File: config.mk
export PLATFORM = sky130hd
export DESIGN_NAME = radix_to_ascii_digits_top
export DESIGN_NICKNAME = d
export VERILOG_FILES = /design/src/design/r2a_pkg.sv /design/src/design/radix_to_ascii_digits_top.sv /design/src/design/r2a_ctrl.sv /design/src/design/r2a_dpath.sv
export SDC_FILE = /design/constraint.sdc
export NUM_CORES = 1
export LEC_CHECK = 0
export BUFFER_PORTS_ARGS = -buffer_cell sky130_fd_sc_hd__buf_2
export CELL_PAD_IN_SITES_DETAIL_PLACEMENT = 0
export CELL_PAD_IN_SITES_GLOBAL_PLACEMENT = 1
export CORE_MARGIN = 2
export CORE_UTILIZATION = 55
export CTS_BUF_LIST = sky130_fd_sc_hd__clkbuf_4
export DETAILED_ROUTE_END_ITERATION = 12
export PLACE_DENSITY = 0.91
export SETUP_SLACK_MARGIN = 0.2
export SYNTH_ARGS = -nofsm -noshare
export SYNTH_HDL_FRONTEND = slang
export SYNTH_SLANG_ARGS = --single-unit
File: constraint.sdc
create_clock -name clock -period 4.6 [get_ports clock]
set_input_delay 0.92 -clock clock [delete_from_list [all_inputs] [get_ports clock]]
set_output_delay 0.92 -clock clock [all_outputs]
set_load 0.03 [all_outputs]
File: src/design/r2a_pkg.sv
package r2a_pkg;

   localparam int VALUE_BITS_DEF = 32;
   localparam int VALUE_W        = 32;
   localparam int RADIX_W        = 8;
   localparam int DIGIT_W        = 6;
   localparam int CHAR_W         = 7;

   localparam logic [DIGIT_W-1:0] DEFAULT_RADIX  = 6'd10;
   localparam logic [DIGIT_W-1:0] MAX_RADIX      = 6'd36;
   localparam logic [DIGIT_W-1:0] DECIMAL_DIGITS = 6'd10;
   localparam logic [CHAR_W-1:0]  ASCII_ZERO     = 7'd48;
   localparam logic [CHAR_W-1:0]  ASCII_UPPER_A  = 7'd65;

   typedef struct packed {
      logic load;
      logic step;
      logic emit;
   } cmd_type;

   typedef struct packed {
      logic div_last;
      logic quot_zero;
      logic emit_last;
   } status_type;

   function automatic logic [DIGIT_W-1:0] eff_radix(input logic [RADIX_W-1:0] r);
      logic [DIGIT_W-1:0] res;
      if (r < 8'd2) begin
         res = DEFAULT_RADIX;
      end else if (r > 8'(MAX_RADIX)) begin
         res = MAX_RADIX;
      end else begin
         res = r[DIGIT_W-1:0];
      end
      return res;
   endfunction

   function automatic logic [CHAR_W-1:0] digit_to_ascii(input logic [DIGIT_W-1:0] d);
      logic [CHAR_W-1:0] res;
      if (d < DECIMAL_DIGITS) begin
         res = ASCII_ZERO + CHAR_W'(d);
      end else begin
         res = ASCII_UPPER_A + CHAR_W'(d - DECIMAL_DIGITS);
      end
      return res;
   endfunction

endpackage

File: src/design/radix_to_ascii_digits_top.sv
// Converts an unsigned value to ASCII digits in the given radix (below 2 means
// 10, above 36 clamps to 36), most significant character first, the last one
// flagged by rsp_last_char; zero gives a single '0'. An item is taken when
// start is high and busy is low. Each digit is worked out by a shared bit-serial
// divider, after which the characters are read back from the digit store one
// per cycle. Each character appears on the rsp_ ports for one cycle with
// rsp_valid high, in the cycle after its store read; the receiver cannot stall,
// so capture every strobe. The next item may be started while the final
// character is shown.
module radix_to_ascii_digits_top #(
   parameter int VALUE_BITS = r2a_pkg::VALUE_BITS_DEF
) (
   input  logic                          clock,
   input  logic                          reset,
   input  logic                          start,
   output logic                          busy,
   input  logic [r2a_pkg::VALUE_W-1:0]   req_value,
   input  logic [r2a_pkg::RADIX_W-1:0]   req_radix,
   output logic                          rsp_valid,
   output logic [r2a_pkg::CHAR_W-1:0]    rsp_char_code,
   output logic                          rsp_last_char
);
   import r2a_pkg::*;

   cmd_type    cmd;
   status_type status;

   r2a_ctrl u_ctrl (
      .clock  (clock),
      .reset  (reset),
      .start  (start),
      .busy   (busy),
      .status (status),
      .cmd    (cmd)
   );

   r2a_dpath #(
      .VALUE_BITS (VALUE_BITS)
   ) u_dpath (
      .clock         (clock),
      .reset         (reset),
      .cmd           (cmd),
      .status        (status),
      .req_value     (req_value),
      .req_radix     (req_radix),
      .rsp_valid     (rsp_valid),
      .rsp_char_code (rsp_char_code),
      .rsp_last_char (rsp_last_char)
   );

endmodule

File: src/design/r2a_ctrl.sv
module r2a_ctrl (
   input  logic               clock,
   input  logic               reset,
   input  logic               start,
   output logic               busy,
   input  r2a_pkg::status_type status,
   output r2a_pkg::cmd_type    cmd
);
   import r2a_pkg::*;

   localparam logic [1:0] ST_IDLE = 2'd0;
   localparam logic [1:0] ST_DIV  = 2'd1;
   localparam logic [1:0] ST_EMIT = 2'd2;

   logic [1:0] state_ff;
   logic [1:0] state_in;

   always_comb begin
      state_in = state_ff;
      cmd      = '0;
      unique case (state_ff)
         ST_IDLE: begin
            if (start) begin
               cmd.load = 1'b1;
               state_in = ST_DIV;
            end
         end
         ST_DIV: begin
            cmd.step = 1'b1;
            // finish a digit; leave once the quotient runs out
            if (status.div_last && status.quot_zero) begin
               state_in = ST_EMIT;
            end
         end
         ST_EMIT: begin
            cmd.emit = 1'b1;
            if (status.emit_last) begin
               state_in = ST_IDLE;
            end
         end
         default: begin
            state_in = ST_IDLE;
         end
      endcase
   end

   always_ff @(posedge clock) begin
      if (reset) begin
         state_ff <= ST_IDLE;
      end else begin
         state_ff <= state_in;
      end
   end

   assign busy = (state_ff != ST_IDLE);

endmodule

File: src/design/r2a_dpath.sv
module r2a_dpath #(
   parameter int VALUE_BITS = r2a_pkg::VALUE_BITS_DEF
) (
   input  logic                          clock,
   input  logic                          reset,
   input  r2a_pkg::cmd_type              cmd,
   output r2a_pkg::status_type           status,
   input  logic [r2a_pkg::VALUE_W-1:0]   req_value,
   input  logic [r2a_pkg::RADIX_W-1:0]   req_radix,
   output logic                          rsp_valid,
   output logic [r2a_pkg::CHAR_W-1:0]    rsp_char_code,
   output logic                          rsp_last_char
);
   import r2a_pkg::*;

   localparam int IW = $clog2(VALUE_BITS);
   localparam int CW = $clog2(VALUE_BITS + 1);
   localparam int LW = (VALUE_BITS < VALUE_W) ? VALUE_BITS : VALUE_W;

   logic [VALUE_BITS-1:0] quot_ff, quot_in;
   logic [DIGIT_W-1:0]    rem_ff, rem_in;
   logic [DIGIT_W-1:0]    radix_ff;
   logic [IW-1:0]         bit_ff;
   logic [CW-1:0]         count_ff;
   logic [DIGIT_W-1:0]    digit_store [VALUE_BITS];
   logic [DIGIT_W-1:0]    rd_data_ff;
   logic                  rsp_valid_ff;
   logic                  last_ff;

   logic [DIGIT_W:0]      trial;
   logic                  ge;
   logic [IW-1:0]         rd_addr;

   // one restoring division step: shift in the dividend MSB, subtract if it fits
   always_comb begin
      trial   = {rem_ff, quot_ff[VALUE_BITS-1]};
      ge      = (trial >= {1'b0, radix_ff});
      rem_in  = ge ? DIGIT_W'(trial - {1'b0, radix_ff}) : trial[DIGIT_W-1:0];
      quot_in = {quot_ff[VALUE_BITS-2:0], ge};
   end

   assign rd_addr = IW'(count_ff - 1'b1);

   assign status.div_last  = (bit_ff == IW'(VALUE_BITS - 1));
   assign status.quot_zero = (quot_in == '0);
   assign status.emit_last = (count_ff == CW'(1));

   always_ff @(posedge clock) begin
      if (reset) begin
         quot_ff  <= '0;
         rem_ff   <= '0;
         radix_ff <= DEFAULT_RADIX;
         bit_ff   <= '0;
         count_ff <= '0;
      end else if (cmd.load) begin
         quot_ff  <= VALUE_BITS'(req_value[LW-1:0]);
         rem_ff   <= '0;
         radix_ff <= eff_radix(req_radix);
         bit_ff   <= '0;
         count_ff <= '0;
      end else if (cmd.step) begin
         quot_ff <= quot_in;
         if (status.div_last) begin
            // digit done: store it and restart on the quotient
            rem_ff   <= '0;
            bit_ff   <= '0;
            count_ff <= count_ff + 1'b1;
         end else begin
            rem_ff <= rem_in;
            bit_ff <= bit_ff + 1'b1;
         end
      end else if (cmd.emit) begin
         count_ff <= count_ff - 1'b1;
      end
   end

   always_ff @(posedge clock) begin
      if (cmd.step && status.div_last) begin
         digit_store[count_ff[IW-1:0]] <= rem_in;
      end
   end

   always_ff @(posedge clock) begin
      if (cmd.emit) begin
         rd_data_ff <= digit_store[rd_addr];
         last_ff    <= status.emit_last;
      end
   end

   always_ff @(posedge clock) begin
      if (reset) begin
         rsp_valid_ff <= 1'b0;
      end else begin
         rsp_valid_ff <= cmd.emit;
      end
   end

   assign rsp_valid     = rsp_valid_ff;
   assign rsp_char_code = digit_to_ascii(rd_data_ff);
   assign rsp_last_char = last_ff;

   a_rem_below_radix: assert property (@(posedge clock) disable iff (reset)
      rem_ff < radix_ff)
      else $error("remainder reached the radix");

   a_count_bound: assert property (@(posedge clock) disable iff (reset)
      count_ff <= CW'(VALUE_BITS))
      else $error("digit count overflow");

   a_emit_nonempty: assert property (@(posedge clock) disable iff (reset)
      cmd.emit |-> (count_ff != '0))
      else $error("emit with no digits left");

   a_last_ends_emit: assert property (@(posedge clock) disable iff (reset)
      (cmd.emit && status.emit_last) |=> !cmd.emit)
      else $error("emission ran past the last digit");

endmodule
==> summary.txt, run 1 <==
Finish
  – P&R area growth vs syn: 11.2%
  – Fill count: 1473
  – Share of post-route cells with drive strength above 1: 0.239
  – Layout Nets: 895
  – Core Util, Final: 0.622
  – Fin cells: 1143
  – Design area: 12100 um^2

Critical path
  – Setup slack, reg-to-reg: 1430 ps
  – Worst path cell trace: inv_1 -> ha_1 -> nand2_1 -> o21ai_0 -> o211ai_1 -> xnor2_1 -> buf_2
  – CP bufs+invs: 2
  – Reg2reg start: u_dpath.radix_ff[4]
  – Crit path from: u_dpath.rd_data_ff[4]
  – Worst EP arrival: 2520 ps
  – Crit start category: flop
  – Worst-path maximum fanout: 4
  – Max incr delay on CP: 480 ps
  – Worst Path Required: 3680 ps
  – Slowest CP cell: o21ai_0
  – Nature of the critical path endpoint: primary output
  – FF-to-FF path depth: 7
  – Critical path class: reg -> out
  – Reg2reg end: u_dpath.digit_store[25][5]
  – CP top delay family: compound AO/OA/AOI/OAI gates

Run
  – Max cap viols: 0

Floorplanning
  – Initial core utilization: 0.559
  – # rows: 51
  – Die Y: 144 um
  – Die W: 144 um
  – Top-Level Pins: 53
  – Core outline area: 19400 um^2
  – Die ar.: 20900 um^2

Yosys
  – Cell count after synthesis: 758
  – Prevailing post-synth register cell: edfxtp_1
  – Post-Syn Area per Cell: 14.3 um^2
  – Top-area cell type share of the netlist area: 0.551
  – Synthesized cell area: 10900 um^2
  – Synth warn: 0
  – XOR/XNOR Fraction of Synth Area: 0.0105
  – Fraction of the mapped netlist area in adder cells: 0.0203
  – FFs w/ async S/R, synth: 0
  – Multiplexer share of the synthesized area: 0.117
  – Combinational family with the most area after synthesis: multiplexers
  – Compound-Gate Fraction of Synth Area: 0.0898
  – Top cells by area in the synthesized netlist: edfxtp_1, dfxtp_1, mux4_2, nand2_1, a21oi_1
  – Seq cells post-synth: 257
  – Syn_nets: 818
  – Commonest cells in the netlist: edfxtp_1, nand2_1, dfxtp_1
  – Sequential element share of the synthesized area: 0.658
  – Post-synth top area cell: edfxtp_1
  – Synth Area in Simple Gates: 0.0814
  – Number of synthesized flops with an enable pin: 199
  – Most frequent cell after synthesis: edfxtp_1
  – Netlist cell types: 50

Clock tree
  – CTS Sinks: 257
  – Clock-pin slew on the worst setup and hold paths: 70 ps
  – CTS root buf: clkbuf_4
  – CTS Buffer Depth: 3
  – # hold bufs at CTS: 0
  – H-tree Lvls: 2
  – Post_cts resized: 0
  – Clock latency on the worst-skew pair: 690 ps
  – Post-CTS setup buffer count: 0
  – Num CTS Buffers: 60
  – TritonCTS clock tree: done

Timing
  – Slack of the critical path: 1160 ps
  – Setup Viol. Count Final: 0
  – Final setup TNS: 0 ps
  – Hold Violations, Final: 0
  – Max Clk Rate: 291 MHz
  – Relative slew slack: 0.198
  – Hold Slack: 465 ps
  – Slew @ Worst Pin: 1200 ps
  – Max Slew Vio Count: 0
  – Final period utilization: 0.748
  – Unrepaired setup endpoints after global routing: false
  – Crit path time final: 3440 ps
  – Final Skew: 32.5 ps

Placed design
  – Port Buffer Count: 52
  – Hpwl dp: 14500 um
  – Placed cell count: 1038
  – Gp weighted congestion: 0.830
  – Area after DPL: 11300 um^2
  – Place WS: 1390 ps

Detailed routing
  – Drt wl/cell: 19.7 um
  – Initial DRT Pass Iterations: 5
  – DRC viols: 0
  – Vias per std cell: 5.93
  – Via count: 6781
  – Antenna-violating nets left: 0
  – Final wirelength: 22500 um
  – DRT iter0 DRCs: 500

Global route
  – Tot GR Track Use: 0.226
  – Global route overflow: 0
  – First-pass GRT wire length: 36100 um
  – Initial antenna violation count: 1
  – Largest net degree at the start of global routing: 58
  – Vias in the first global route: 6962

Worst hold path
  – Hold endpoint: u_dpath.quot_ff[31]
  – Hold path startpoint: u_dpath.quot_ff[31]
  – Hold Crit Class: reg -> reg
  – Hold Path Depth: 2

Run status
  – Status: complete, no violations

Power and ir drop
  – VDD IR max: 0.204 mV
  – Total power: 4.48 mW
  – Power per cell area: 371 nW/um^2
  – Leak: 4.00 nW
==> placed cells by master, fill, tap and decap left out, types with 4 or more instances in the layout <==
master | netlist | routed
buf_4 | 2 | 6
a22oi_1 | 33 | 33
nor4_1 | 9 | 9
o21ai_0 | 16 | 15
nand4_1 | 5 | 5
a211oi_1 | 4 | 4
edfxtp_1 | 199 | 199
dfxtp_1 | 58 | 57
clkinv_2 | 0 | 8
clkinv_1 | 0 | 14
mux4_2 | 48 | 48
buf_2 | 8 | 52
nor2_1 | 56 | 55
ha_1 | 16 | 15
a22o_1 | 7 | 7
clkbuf_4 | 0 | 80
mux2i_1 | 15 | 14
nand2b_1 | 6 | 6
nor2b_1 | 8 | 7
nand2_1 | 88 | 88
xnor2_1 | 11 | 11
nor3_1 | 7 | 7
o22ai_1 | 6 | 6
a211o_1 | 8 | 8
nand3_1 | 4 | 4
a21oi_1 | 52 | 52
inv_1 | 17 | 17
==> layer usage <==
layer | wire length, um | share of wire | track usage | vias to the layer above
li1 | - | - | - | 3103
met1 | 9180 | 0.41 | 0.297 | 3362
met2 | 11200 | 0.50 | 0.371 | 271
met3 | 1480 | 0.066 | 0.0467 | 45
met4 | 631 | 0.028 | 0.0899 | 0
met5 | 0 | 0 | 0 | -
==> sequential cells by signal, summed over array words and instances (netlist names) <==
signal and cells:
u_dpath.count_ff 6, u_dpath.quot_ff 32, u_dpath.bit_ff 5, u_dpath.rsp_valid 1, u_dpath.radix_ff 6, u_ctrl.state_ff 2, u_dpath.rd_data_ff 6, u_dpath.rsp_last_char 1
u_dpath.rem_ff 6, u_dpath.digit_store 192
==> worst max path at each step <==
stage	end	slack (ps)	depth (start not counted)
finish	rsp_char_code[4]	1160	7
global route	rsp_char_code[4]	900	7
CTS	rsp_char_code[4]	1100	7
detailed placement	u_dpath.digit_store[31][5]	1390	7
global placement	u_dpath.rd_data_ff[0]	1320	6
floorplan	u_dpath.digit_store[0][2]	1570	6
==> worst register-to-register path, delay by kind of cell, from the launching register on <==
kind | cells | cell delay, ps
AO/OA/AOI/OAI | 4 | 1880
adder cells (fa/ha/maj) | 1 | 370
buffers and inverters | 1 | 50
flip-flops | 1 | 330
AND/OR/NAND/NOR | 1 | 160
==> layout make-up <==
type	instances	area, um^2	share of cell area
inverter	17	63.8	0.00529
antenna	1	2.50	0.000207
clock buffer	80	601	0.0498
clock inverter	24	126	0.0105
multi-input combinational	441	3500	0.290
sequential	257	7140	0.592
tap	265	332	0.0275
timing repair buffer	58	305	0.0253
==> power breakdown <==
| group | switching, mW | internal [mW] |
|---|---|---|
| registers | 0.0206 | 2.53 |
| clock network | 0.866 | 0.866 |
| logic | 0.129 | 0.0642 |
==> kinds of logic after synthesis <==
| kind of cell | Yosys count |
|---|---|
| XOR/XNOR | 13 |
| AND/OR/NAND/NOR | 199 |
| adder cells (fa/ha/maj) | 17 |
| AO/OA/AOI/OAI | 146 |
| multiplexers | 66 |
| flip-flops | 257 |
| buffers and inverters | 60 |
Note: power is estimated with default switching activity, not from simulation.
==> inputs of run 2 (changes only) <==
Settings changed: CORE_UTILIZATION 55 to 53, PLACE_DENSITY 0.91 to 0.88.
Clock period 4.6 ns to 3.25 ns, I/O delays scaled along.
==> summary.txt, run 2 (synthesis results as in run 1) <==
Power and ir drop
  – Logic gate share of total power: 0.043
  – VDD IR max: 0.263 mV
  – Pint: 5.00 mW
  – Sequential power share: 0.562
  – Clock power frac: 0.395
  – Switching power total: 1.42 mW
  – Switching share of power: 0.221
  – Leak: 4.13 nW
  – Total power: 6.42 mW
  – Power per cell area: 522 nW/um^2

Timing
  – Max Clk Rate: 339 MHz
  – Hold Slack: 260 ps
  – Hold Violations, Final: 0
  – Relative slew slack: 0.511
  – Slack of the critical path: 303 ps
  – Setup Viol. Count Final: 0
  – Final period utilization: 0.907
  – Crit path time final: 2950 ps
  – Final Skew: 45.4 ps
  – Max Slew Vio Count: 0
  – Final setup TNS: 0 ps
  – Slew @ Worst Pin: 734 ps
  – Unrepaired setup endpoints after global routing: true

Worst hold path
  – Hold Crit Class: in -> reg

Clock tree
  – CTS root buf: clkbuf_4
  – CTS Sinks: 257
  – TritonCTS clock tree: done
  – Num CTS Buffers: 60
  – CTS Buffer Depth: 3
  – Clock latency on the worst-skew pair: 690 ps
  – Clock-pin slew on the worst setup and hold paths: 70 ps
  – H-tree Lvls: 2

Finish
  – Multi-input combinational cell area: 3510 um^2
  – Commonest non-fill, non-tap cell in the layout: edfxtp_1
  – FF+latch area: 7140 um^2
  – Design area: 12300 um^2
  – Commonest non-fill, non-tap cells in the layout: edfxtp_1, clkbuf_4, nand2_1
  – Share of post-route cells with drive strength above 1: 0.263
  – Max reg flops: 192
  – Fill count: 1551
  – Core Util, Final: 0.610
  – Layout Nets: 915
  – Fin cells: 1173
  – P&R area growth vs syn: 13.3%

Global route
  – Vias in the first global route: 6920
  – Largest net degree at the start of global routing: 58
  – First-pass GRT wire length: 36700 um
  – Initial antenna violation count: 1
  – Tot GR Track Use: 0.218
  – Global route overflow: 0

Placed design
  – Placed cell count: 1061
  – Gp weighted congestion: 0.833
  – Hpwl dp: 14900 um
  – Place WS: 577 ps
  – Area after DPL: 11500 um^2
  – Port Buffer Count: 52

Detailed routing
  – Drt wl/cell: 19.5 um
  – DRT iter0 DRCs: 525
  – DRC viols: 0
  – Via count: 6786
  – Final wirelength: 22900 um
  – Vias per std cell: 5.79
  – Initial DRT Pass Iterations: 8
  – Antenna-violating nets left: 0

Floorplanning
  – Die W: 147 um
  – Die ar.: 21600 um^2
  – # rows: 52
  – Initial core utilization: 0.538
  – Die Y: 147 um
  – Top-Level Pins: 53
  – Core outline area: 20200 um^2

Critical path
  – Worst Path Required: 2600 ps
  – Worst-path maximum fanout: 4
  – Critical path class: reg -> out
  – Worst EP arrival: 2300 ps
  – Crit start category: flop
  – Nature of the critical path endpoint: primary output

Run
  – Max cap viols: 0

Run status
  – Status: complete, no violations
==> run 2: cell types whose count changed in the layout (fill, tap and decap cells not counted), sizes merged <==
cell / change
inv: -1
clkbuf: +9
buf: +20
clkinv: -3
==> run 2: final timing paths <==
| kind | start | endpoint | slack [ps] | cells after the start |
|---|---|---|---|---|
| worst max-delay path | u_dpath.rd_data_ff[5] | rsp_char_code[4] | 300 | 7 |
| worst min-delay path | req_radix[3] | u_dpath.radix_ff[3] | 260 | 3 |
| worst max register to register | u_dpath.radix_ff[4] | u_dpath.rem_ff[1] | 580 | 7 |
| worst min register to register | u_dpath.bit_ff[4] | u_dpath.bit_ff[4] | 460 | 2 |
==> run 2: critical path, stage by stage, from the launching register on <==
cell	delay, ps
edfxtp_1	470
inv_2	100
ha_2	190
nand2_2	90
o21ai_4	230
o211ai_1	150
xnor2_1	190
buf_4	180
==> run 2: timing repair <==
action / 4_1_cts / 5_1_grt
setup buffers: 0 / 2
resized for setup: 3 / 7
endpoints found under the hold margin: 0 / 0
setup endpoints to repair: 4 / 3
pin swaps: 0 / 2
hold buffers: 0 / 0
==> run 2: layout make-up <==
class                      instances  share of cell area
inverter                          17             0.00519
clock inverter                    20             0.00865
tap                              270              0.0275
antenna                            1            0.000204
clock buffer                      89              0.0543
timing repair buffer              78              0.0383
sequential                       257               0.581
multi-input combinational        441               0.285
==> run 2: power by group through the flow <==
stage | logic (mW) | registers [mW] | clock network, mW
finish | 0.277 | 3.61 | 2.54
global route | 0.310 | 3.61 | 2.78
CTS | 0.278 | 3.61 | 2.60
detailed placement | 0.277 | 3.68 | 0
global placement | 0.261 | 3.68 | 0
floorplan | 0.177 | 3.67 | 0
==> run 2: routing by layer <==
layer  GRT usage  part of all wire  vias up
met4      0.0904             0.031        0
met1       0.279              0.40     3284
li1            -                 -     3155
met5           0                 0        -
met2       0.358              0.49      300
met3      0.0581             0.080       47
